## config.mk

```make
export PLATFORM = sky130hd
export DESIGN_NAME = relative_change_max_norm_top_flat
export DESIGN_NICKNAME = d
export VERILOG_FILES = /design/src/hw/rtl/rcmn_pkg.sv /design/src/hw/rtl/rcmn_in_if.sv /design/src/hw/rtl/rcmn_out_if.sv /design/src/hw/rtl/relative_change_max_norm_top.sv /design/src/flat_wrapper.sv
export VERILOG_INCLUDE_DIRS = /design/src /design/src/hw/rtl
export SDC_FILE = /design/constraint.sdc
export NUM_CORES = 1
export LEC_CHECK = 0
export BUFFER_PORTS_ARGS = -buffer_cell sky130_fd_sc_hd__buf_2
export CAP_MARGIN = 25
export CORE_ASPECT_RATIO = 1.25
export CORE_MARGIN = 2
export CORE_UTILIZATION = 50
export CTS_CLUSTER_DIAMETER = 30
export DETAILED_ROUTE_END_ITERATION = 7
export PLACE_DENSITY_LB_ADDON = 0.3
export RECOVER_POWER = 100
export REMOVE_ABC_BUFFERS = 1
export SLEW_MARGIN = 20
export SYNTH_ARGS = -nofsm -noshare
export SYNTH_HDL_FRONTEND = slang
export SYNTH_SLANG_ARGS = --single-unit
```

## constraint.sdc

```tcl
create_clock -name i_clk -period 20.7 [get_ports i_clk]
set_input_delay 3.105 -clock i_clk [delete_from_list [all_inputs] [get_ports i_clk]]
set_output_delay 3.105 -clock i_clk [all_outputs]
set_load 0.01 [all_outputs]
```

## src/hw/rtl/relative_change_max_norm_top_assert.svh

```systemverilog
// ----------------------------------------------------------------------------
// Assertion macros for the relative change max norm block
// Immediate-cycle and next-cycle implication checks on i_clk, off in reset.
// ----------------------------------------------------------------------------
`ifndef RELATIVE_CHANGE_MAX_NORM_TOP_ASSERT_SVH
`define RELATIVE_CHANGE_MAX_NORM_TOP_ASSERT_SVH

// Consequent must hold in the same cycle as the antecedent.
`define RCMN_ASSERT_NOW(lbl, ante, cons, msg) \
    lbl: assert property (@(posedge i_clk) disable iff (!i_rst_n) (ante) |-> (cons)) \
        else $error(msg);

// Consequent must hold in the cycle after the antecedent.
`define RCMN_ASSERT_NEXT(lbl, ante, cons, msg) \
    lbl: assert property (@(posedge i_clk) disable iff (!i_rst_n) (ante) |=> (cons)) \
        else $error(msg);

`endif

```

## src/hw/rtl/rcmn_pkg.sv

```systemverilog
// ----------------------------------------------------------------------------
// rcmn_pkg
// Shared types and constants of the relative change max norm block.
// ----------------------------------------------------------------------------
package rcmn_pkg;

    localparam int DATA_W   = 32;
    localparam int STATUS_W = 2;
    localparam int BAND_W   = 17;
    localparam int PADDR_W  = 3;
    localparam int PDATA_W  = 32;

    // Register indexes (paddr[2])
    localparam logic REG_ZERO_BAND = 1'b0;
    localparam logic REG_SENTINEL  = 1'b1;

    localparam logic [BAND_W-1:0] ZERO_BAND_RST = BAND_W'(1);
    localparam logic [DATA_W-1:0] SENTINEL_RST  = DATA_W'(65529446);

    // Status codes
    localparam logic [STATUS_W-1:0] STATUS_NORMAL    = 2'd0;
    localparam logic [STATUS_W-1:0] STATUS_BOTH_ZERO = 2'd1;
    localparam logic [STATUS_W-1:0] STATUS_OLD_ZERO  = 2'd2;

    typedef enum logic [2:0] {
        S_IDLE,
        S_PREP,
        S_CHECK,
        S_DIV,
        S_DONE
    } t_state;

endpackage

```

## src/hw/rtl/rcmn_in_if.sv

```systemverilog
// ----------------------------------------------------------------------------
// rcmn_in_if
// Input channel: one new/old value pair per transaction with a last mark.
// ----------------------------------------------------------------------------
interface rcmn_in_if import rcmn_pkg::*; ();
    logic              valid;
    logic              ready;
    logic [DATA_W-1:0] new_value;
    logic [DATA_W-1:0] old_value;
    logic              last;

    modport source (output valid, output new_value, output old_value, output last,
                    input ready);
    modport sink   (input valid, input new_value, input old_value, input last,
                    output ready);
endinterface

```

## src/hw/rtl/rcmn_out_if.sv

```systemverilog
// ----------------------------------------------------------------------------
// rcmn_out_if
// Result channel: maximum relative change of a run and its status code.
// ----------------------------------------------------------------------------
interface rcmn_out_if import rcmn_pkg::*; ();
    logic                valid;
    logic                ready;
    logic [DATA_W-1:0]   residual_max;
    logic [STATUS_W-1:0] status;

    modport source (output valid, output residual_max, output status, input ready);
    modport sink   (input valid, input residual_max, input status, output ready);
endinterface

```

## src/hw/rtl/relative_change_max_norm_top.sv

```systemverilog
// ----------------------------------------------------------------------------
// relative_change_max_norm_top
// Convergence check: running max of |(new-old)/old| in Q16.16 over a run.
// ----------------------------------------------------------------------------
//
//   channel  | dir | transaction payload                 | handshake
//   ---------+-----+-------------------------------------+-------------------
//   i_in     | in  | new_value, old_value, last          | valid / ready
//   o_out    | out | residual_max, status                | valid / ready
//   apb      | in  | zero_band @0x0, sentinel_residual @0x4 | psel/penable
//
// An ordinary pair goes from one acceptance to the next through capture,
// magnitude, range check, 32 steps of the shared restoring divider, update.
// Ready rises again when the sequencer returns to idle after the update.
// Zero-band pairs and saturating quotients skip the divider and go from the range check to the update.
// The divider (one 32-bit subtract and compare per cycle) sets the rate.
// Reset is synchronous, active low; it clears control state and the running
// max/status, and loads the register reset values.
// A last pair waits in its update cycle while the result register is full.
// ----------------------------------------------------------------------------
module relative_change_max_norm_top import rcmn_pkg::*; #(
    parameter int VALUE_WIDTH = 32,
    parameter int FRAC_BITS   = 16
) (
    input  logic                i_clk,
    input  logic                i_rst_n,
    rcmn_in_if.sink             i_in,
    rcmn_out_if.source          o_out,
    input  logic                psel,
    input  logic                penable,
    input  logic                pwrite,
    input  logic [PADDR_W-1:0]  paddr,
    input  logic [PDATA_W-1:0]  pwdata,
    output logic [PDATA_W-1:0]  prdata,
    output logic                pready
);

`include "relative_change_max_norm_top_assert.svh"

    // Values are sign extended from bit EFF_W-1 of the 32-bit field.
    localparam int EFF_W = (VALUE_WIDTH > DATA_W) ? DATA_W : VALUE_WIDTH;
    localparam int SH    = DATA_W - EFF_W;

    function automatic logic signed [DATA_W-1:0] f_sext(input logic [DATA_W-1:0] raw);
        logic [DATA_W-1:0] up;
        up = raw << SH;
        return signed'(up) >>> SH;
    endfunction

    function automatic logic [DATA_W-1:0] f_abs(input logic signed [DATA_W:0] v);
        logic [DATA_W:0] m;
        m = v[DATA_W] ? ((DATA_W+1)'(0) - (DATA_W+1)'(v)) : (DATA_W+1)'(v);
        return m[DATA_W-1:0];
    endfunction

    // ------------------------------------------------------------------
    // Configuration registers
    // ------------------------------------------------------------------
    logic [BAND_W-1:0] r_zero_band;
    logic [DATA_W-1:0] r_sentinel;
    logic              w_cfg_wr;

    assign pready   = 1'b1;
    assign w_cfg_wr = psel && penable && pwrite;
    assign prdata   = (paddr[2] == REG_SENTINEL) ? r_sentinel
                                                 : PDATA_W'(r_zero_band);

    always_ff @(posedge i_clk) begin
        if (!i_rst_n) begin
            r_zero_band <= ZERO_BAND_RST;
            r_sentinel  <= SENTINEL_RST;
        end else if (w_cfg_wr) begin
            case (paddr[2])
                REG_ZERO_BAND: r_zero_band <= pwdata[BAND_W-1:0];
                REG_SENTINEL:  r_sentinel  <= pwdata;
                default:       r_sentinel  <= r_sentinel;
            endcase
        end
    end

    // ------------------------------------------------------------------
    // Sequencer and datapath registers
    // ------------------------------------------------------------------
    t_state                     r_state, n_state;
    logic signed [DATA_W-1:0]   r_nv, n_nv;       // sign-extended new value
    logic signed [DATA_W-1:0]   r_ov, n_ov;       // sign-extended old value
    logic                       r_last, n_last;
    logic [DATA_W-1:0]          r_num, n_num;     // |new - old|
    logic [DATA_W-1:0]          r_den, n_den;     // |old|, divisor
    logic [DATA_W-1:0]          r_nmag, n_nmag;   // |new|
    logic [DATA_W-1:0]          r_rem, n_rem;     // partial remainder
    logic [DATA_W-1:0]          r_lo, n_lo;       // dividend bits in, quotient out
    logic [4:0]                 r_cnt, n_cnt;     // divider steps left after this one
    logic [DATA_W-1:0]          r_max, n_max;
    logic [STATUS_W-1:0]        r_status, n_status;
    logic                       r_out_valid, n_out_valid;
    logic [DATA_W-1:0]          r_out_max, n_out_max;
    logic [STATUS_W-1:0]        r_out_status, n_out_status;

    logic                       w_out_free;
    logic                       w_old_zero;
    logic                       w_new_zero;
    logic                       w_ovf;
    logic [BAND_W-1:0]          w_band;
    logic [2*DATA_W-1:0]        w_dividend;

    assign w_out_free = !r_out_valid || o_out.ready;
    assign w_band     = (r_zero_band == '0) ? BAND_W'(1) : r_zero_band;
    assign w_old_zero = r_den  < DATA_W'(w_band);
    assign w_new_zero = r_nmag < DATA_W'(w_band);
    // Dividend is |new-old| scaled by 2^FRAC_BITS; the quotient fits in
    // 32 bits exactly when its upper word is below the divisor.
    assign w_dividend = (2*DATA_W)'(r_num) << FRAC_BITS;
    assign w_ovf      = w_dividend[2*DATA_W-1:DATA_W] >= r_den;

    // Next state
    always_comb begin
        n_state = r_state;
        case (r_state)
            S_IDLE: begin
                if (i_in.valid) n_state = S_PREP;
            end
            S_PREP: n_state = S_CHECK;
            S_CHECK: begin
                if (w_old_zero || w_ovf) n_state = S_DONE;
                else                     n_state = S_DIV;
            end
            S_DIV: begin
                if (r_cnt == '0) n_state = S_DONE;
            end
            S_DONE: begin
                // Hold a last pair until the result register frees up.
                if (!r_last || w_out_free) n_state = S_IDLE;
            end
            default: n_state = S_IDLE;
        endcase
    end

    // Outputs and datapath
    always_comb begin
        logic [DATA_W-1:0] trial;
        logic [DATA_W-1:0] upd_max;

        n_nv         = r_nv;
        n_ov         = r_ov;
        n_last       = r_last;
        n_num        = r_num;
        n_den        = r_den;
        n_nmag       = r_nmag;
        n_rem        = r_rem;
        n_lo         = r_lo;
        n_cnt        = r_cnt;
        n_max        = r_max;
        n_status     = r_status;
        n_out_valid  = r_out_valid && !o_out.ready;
        n_out_max    = r_out_max;
        n_out_status = r_out_status;

        trial   = {r_rem[DATA_W-2:0], r_lo[DATA_W-1]};
        upd_max = (r_lo > r_max) ? r_lo : r_max;

        case (r_state)
            S_IDLE: begin
                n_nv   = f_sext(i_in.new_value);
                n_ov   = f_sext(i_in.old_value);
                n_last = i_in.last;
            end
            S_PREP: begin
                n_num  = f_abs({r_nv[DATA_W-1], r_nv} - {r_ov[DATA_W-1], r_ov});
                n_den  = f_abs({r_ov[DATA_W-1], r_ov});
                n_nmag = f_abs({r_nv[DATA_W-1], r_nv});
            end
            S_CHECK: begin
                n_cnt = 5'd31;
                if (w_old_zero) begin
                    if (w_new_zero) begin
                        n_lo     = '0;
                        n_status = STATUS_BOTH_ZERO;
                    end else begin
                        n_lo     = r_sentinel;
                        n_status = STATUS_OLD_ZERO;
                    end
                end else if (w_ovf) begin
                    n_lo = '1;
                end else begin
                    n_rem = w_dividend[2*DATA_W-1:DATA_W];
                    n_lo  = w_dividend[DATA_W-1:0];
                end
            end
            S_DIV: begin
                // One restoring step: shift in a dividend bit, try subtract.
                n_cnt = r_cnt - 5'd1;
                if (trial >= r_den) begin
                    n_rem = trial - r_den;
                    n_lo  = {r_lo[DATA_W-2:0], 1'b1};
                end else begin
                    n_rem = trial;
                    n_lo  = {r_lo[DATA_W-2:0], 1'b0};
                end
            end
            S_DONE: begin
                if (!r_last) begin
                    n_max = upd_max;
                end else if (w_out_free) begin
                    n_out_valid  = 1'b1;
                    n_out_max    = upd_max;
                    n_out_status = r_status;
                    n_max        = '0;
                    n_status     = STATUS_NORMAL;
                end
            end
            default: begin
                n_cnt = '0;
            end
        endcase
    end

    assign i_in.ready         = (r_state == S_IDLE);
    assign o_out.valid        = r_out_valid;
    assign o_out.residual_max = r_out_max;
    assign o_out.status       = r_out_status;

    always_ff @(posedge i_clk) begin
        if (!i_rst_n) begin
            r_state     <= S_IDLE;
            r_max       <= '0;
            r_status    <= STATUS_NORMAL;
            r_out_valid <= 1'b0;
            r_cnt       <= '0;
        end else begin
            r_state     <= n_state;
            r_max       <= n_max;
            r_status    <= n_status;
            r_out_valid <= n_out_valid;
            r_cnt       <= n_cnt;
        end
    end

    always_ff @(posedge i_clk) begin
        r_nv         <= n_nv;
        r_ov         <= n_ov;
        r_last       <= n_last;
        r_num        <= n_num;
        r_den        <= n_den;
        r_nmag       <= n_nmag;
        r_rem        <= n_rem;
        r_lo         <= n_lo;
        r_out_max    <= n_out_max;
        r_out_status <= n_out_status;
    end

    // ------------------------------------------------------------------
    // Assertions
    // ------------------------------------------------------------------
    `RCMN_ASSERT_NOW(a_div_rem_bound, r_state == S_DIV, r_rem < r_den,
        "divider remainder reached the divisor")
    `RCMN_ASSERT_NEXT(a_div_exit, (r_state == S_DIV) && (r_cnt == '0), r_state == S_DONE,
        "divider did not finish after its last step")
    `RCMN_ASSERT_NOW(a_out_from_done, $rose(r_out_valid),
        ($past(r_state) == S_DONE) && $past(r_last),
        "result raised outside the update of a last pair")
    `RCMN_ASSERT_NEXT(a_clear_after_emit, (r_state == S_DONE) && r_last && w_out_free,
        (r_max == '0) && (r_status == STATUS_NORMAL),
        "running max or status not cleared after a run")

endmodule

```

## src/flat_wrapper.sv

```systemverilog
// flat-port wrapper written by rule: the top's interface ports become plain ports
module relative_change_max_norm_top_flat import rcmn_pkg::*;
#(
    parameter int VALUE_WIDTH = 32,
    parameter int FRAC_BITS   = 16
)
  (i_clk, i_rst_n, psel, penable, pwrite, paddr, pwdata, prdata, pready, i_in_valid, i_in_new_value, i_in_old_value, i_in_last, i_in_ready, o_out_valid, o_out_residual_max, o_out_status, o_out_ready);
  rcmn_in_if i_in_i ();
  rcmn_out_if o_out_i ();
  input  logic i_clk;
  input  logic i_rst_n;
  input  logic psel;
  input  logic penable;
  input  logic pwrite;
  input  logic [PADDR_W-1:0] paddr;
  input  logic [PDATA_W-1:0] pwdata;
  output logic [PDATA_W-1:0] prdata;
  output logic pready;
  input wire logic [$bits(i_in_i.valid)-1:0] i_in_valid;
  input wire logic [$bits(i_in_i.new_value)-1:0] i_in_new_value;
  input wire logic [$bits(i_in_i.old_value)-1:0] i_in_old_value;
  input wire logic [$bits(i_in_i.last)-1:0] i_in_last;
  output wire logic [$bits(i_in_i.ready)-1:0] i_in_ready;
  output wire logic [$bits(o_out_i.valid)-1:0] o_out_valid;
  output wire logic [$bits(o_out_i.residual_max)-1:0] o_out_residual_max;
  output wire logic [$bits(o_out_i.status)-1:0] o_out_status;
  input wire logic [$bits(o_out_i.ready)-1:0] o_out_ready;
  assign i_in_i.valid = i_in_valid;
  assign i_in_i.new_value = i_in_new_value;
  assign i_in_i.old_value = i_in_old_value;
  assign i_in_i.last = i_in_last;
  assign i_in_ready = i_in_i.ready;
  assign o_out_valid = o_out_i.valid;
  assign o_out_residual_max = o_out_i.residual_max;
  assign o_out_status = o_out_i.status;
  assign o_out_i.ready = o_out_ready;
  relative_change_max_norm_top #(.VALUE_WIDTH(VALUE_WIDTH), .FRAC_BITS(FRAC_BITS)) u_core (.i_clk(i_clk), .i_rst_n(i_rst_n), .i_in(i_in_i), .o_out(o_out_i), .psel(psel), .penable(penable), .pwrite(pwrite), .paddr(paddr), .pwdata(pwdata), .prdata(prdata), .pready(pready));
endmodule
```

==> run summary <==
Via-to-Cell Ratio - 5.901
Dpl hpwl - 40.59 mm
Placed cells - 2,816
Hold WC Path Type - flip-flop to flip-flop
Max Clock Skew - 24.48 ps
Routed Antenna Nets - 0
CP startpoint - paddr[2]
Clock share of power - 0.401
Clock-pin transition on the worst setup and hold timing paths - 50 ps
Antenna violations before repair - 1
EDFF count, synth - 258
VDD IR max - 0.08087 mV
Sw Share - 0.3266
Number of max-cap violations - 12
Req. time, crit path - 17,590 ps
DR WL/cell - 18.93 um
Grt ovf - 0
Met1 Usage GRT - 0.2940
Post-route non-filler standard cell count - 2,954
Cell Pwr Density - 117.6 nW/um^2
Min cycle time layout - 8454 ps
Critical Path End Type - primary output
H-tree depth - 3
Synth Register Bits - 350
Die Span X - 188.0 um
Core area - 41,940 um^2
DIE HEIGHT - 234.0 um
Setup Viol. Count Final - 0
Placed cell areas - 22,510 um^2
Worst-path maximum fanout - 51
Util after Layout - 0.5927
Port Buffers - 172
Hold Fails Final Rpt - 0
Worst r2r src - u_core.r_state[1]
CTS Hold Bufs - 0
Ratio of cells with drive above 1 in the final layout - 0.1228
Hold Startpoint - u_core.r_zero_band[16]
Internal cell power - 1969 uW
Sequential Power Share - 0.331
Max-slew headroom - -1.940
Mapped Area - 21,170 um^2
Status - finished, violations left
CTS root buf - clkbuf_16
Failing checks - capacitance limit, slew limit
LEAKAGE - 0.009465 uW
Crit Path Class - input port to primary output
Actual slew at the worst max-slew pin - 4410 ps
Die ar. - 44,010 um^2
Area of all placed cells without fillers - 24,860 um^2
Row cnt - 84
Fill cell count - 3,537
Synth unique cells - 75
Startpoint types - input port
Drt first pass iters - 5
Gate power share - 0.268
CTS resizes - 0
YS warnings - 0
Largest net degree at the start of global routing - 96
Global routing's busiest layer - met2
Initial drt markers - 1,221
# nets final - 2,590
WL final - 55.92 mm
# DRC - 0
Vias in the first global route - 16,960
Post-synth ARST share - 0
Cells after Synth - 2,173
Max Slew Vio Count - 630
Num ports - 176
Fraction of the cycle the final worst path needs - 0.4084
Ys flop type - edfxtp_1
Post CTS Setup Buffer Count - 0
Layout area overhead - 17.43%
Syn Area/Cell - 9.741 um^2
Clk_lat worst skew - 610 ps
Wire length of the first global-routing pass - 87.83 mm
Met3 GRT Util - 0.03921
Vias - 17,430
Psw - 955.0 uW
# diodes - 0
Worst Path Arrival - 5350 ps
Sequential-to-total area share from yosys stat - 0.4530
RSZ-0062 raised after global routing - false
CTS tree - done
CTS Buffer Depth - 3
Hold WS - 453.6 ps
Final GP Congestion - 0.9063
Starting Density - 0.5047
Max Fclk - 0.1183 GHz
Total track usage - 0.2510
CTS buffer count - 74
Setup_tns - 0 ps
Met2 Use GR - 0.4441
Clk sinks - 350
==> cells in the mapped netlist, types with 5 or more instances <==
cell,n,area share
nor3_1,80,0.019
o22ai_1,5,0.0015
dfxtp_1,92,0.087
or2_2,6,0.0018
o211ai_1,15,0.0053
a221oi_1,5,0.0021
edfxtp_1,258,0.37
o41ai_1,13,0.0054
nand2_1,243,0.043
o2111ai_1,5,0.0021
nand3_1,61,0.014
mux2_2,32,0.017
nor2b_1,16,0.0047
or4_1,5,0.0018
clkbuf_1,107,0.019
nor2_1,106,0.019
xnor2_1,106,0.044
nor3b_1,6,0.0021
a21o_1,51,0.018
o31ai_1,52,0.018
a21boi_0,7,0.0025
mux2i_1,5,0.0024
xor2_1,19,0.0079
ha_1,148,0.087
a221o_1,49,0.023
a21oi_1,104,0.025
a211oi_1,31,0.011
o21a_1,19,0.0067
nand2b_1,22,0.0065
and3_1,8,0.0024
inv_1,145,0.026
or3_1,18,0.0053
a31oi_1,23,0.0068
and2_1,30,0.0089
nor4_1,38,0.011
o21ai_0,104,0.025
nand4_1,67,0.020
==> power by group through the flow <==
stage          Sequential [uW]  Clock [uW]  Combinational, uW
6_report                   969        1170                784
5_1_grt                    978        1230                868
4_1_cts                    961        1190                786
3_5_place_dp               973           0                780
3_3_place_gp               970           0                762
2_1_floorplan              960           0                568
==> per-layer routing <==
metal  up-vias  share of wire
li1       8416              -
met1      8290           0.41
met2       586           0.50
met3       139          0.052
met4         0          0.043
met5         -              0
==> through the flow <==
step / setup WS [ps] / power (uW)
finish: 12250 / 2924
global route: 11950 / 3074
CTS: 13250 / 2935
detailed placement: 13250 / 1753
global placement: 13250 / 1732
floorplan: 11370 / 1528
==> final timing paths <==
kind	cells past startpoint	endpoint	slack, ps
worst min register to register	2	u_core.r_zero_band[16]	450
worst min-delay path	2	u_core.r_zero_band[16]	450
worst max-delay path	3	prdata[16]	12250
worst max register to register	7	u_core.r_state[2]	14500
==> cell families (layout without fill, tap and decap cells) <==
| group | count (synthesis) | after routing | share of synthesized area |
|---|---|---|---|
| other cells | 1 | 1 | 0.0001772 |
| compound gates | 526 | 526 | 0.1711 |
| xor+xnor | 126 | 126 | 0.05249 |
| fa+ha+maj | 150 | 150 | 0.08938 |
| mux | 37 | 37 | 0.01939 |
| flops | 350 | 350 | 0.4530 |
| simple gates | 725 | 725 | 0.1682 |
| buf+inv | 258 | 480 | 0.04628 |
==> critical path: stages <==
cell and delay, ps:
clkbuf_1 1470, o21ai_0 490, clkbuf_1 250
==> flip-flops by register name (all words and copies together), names as in the netlist, 17 cells and up <==
signal and cells:
u_core.r_zero_band 17, u_core.r_ov 32, u_core.r_max 32, u_core.r_nv 32
u_core.o_out.residual_max 32, u_core.r_num 32, u_core.r_nmag 32, u_core.r_lo 32
u_core.r_sentinel 32, u_core.r_rem 31, u_core.r_den 32
==> final cells by class <==
cell class                 instances  area (um^2)  area share
sequential                       350         9589      0.3858
clock buffer                      83         1917     0.07712
clock inverter                    55        604.3     0.02431
tap                              559        699.4     0.02814
timing repair buffer             196        904.6     0.03640
inverter                         146        548.0     0.02205
multi-input combinational       1565        10590      0.4262
==> cells in the final DEF (no fill, tap or decap), types with 19 or more instances in the layout <==
cell type  synthesis  final
nand2b_1          22     22
nand4_1           67     67
nor2_1           106    105
nand2_1          243    243
clkbuf_16          0     75
a211oi_1          31     31
o31ai_1           52     51
nand3_1           61     61
o21a_1            19     19
mux2_2            32     30
ha_1             148    148
inv_1            145    146
dfxtp_1           92     92
edfxtp_1         258    258
nor3_1            80     80
clkbuf_1         107     86
and2_1            30     22
xnor2_1          106    106
a221o_1           49     49
nor4_1            38     38
a21oi_1          104    104
a21o_1            51     51
o21ai_0          104    104
buf_2              0    108
a31oi_1           23     23
xor2_1            19     19
Power figures use the tool's default switching activity.
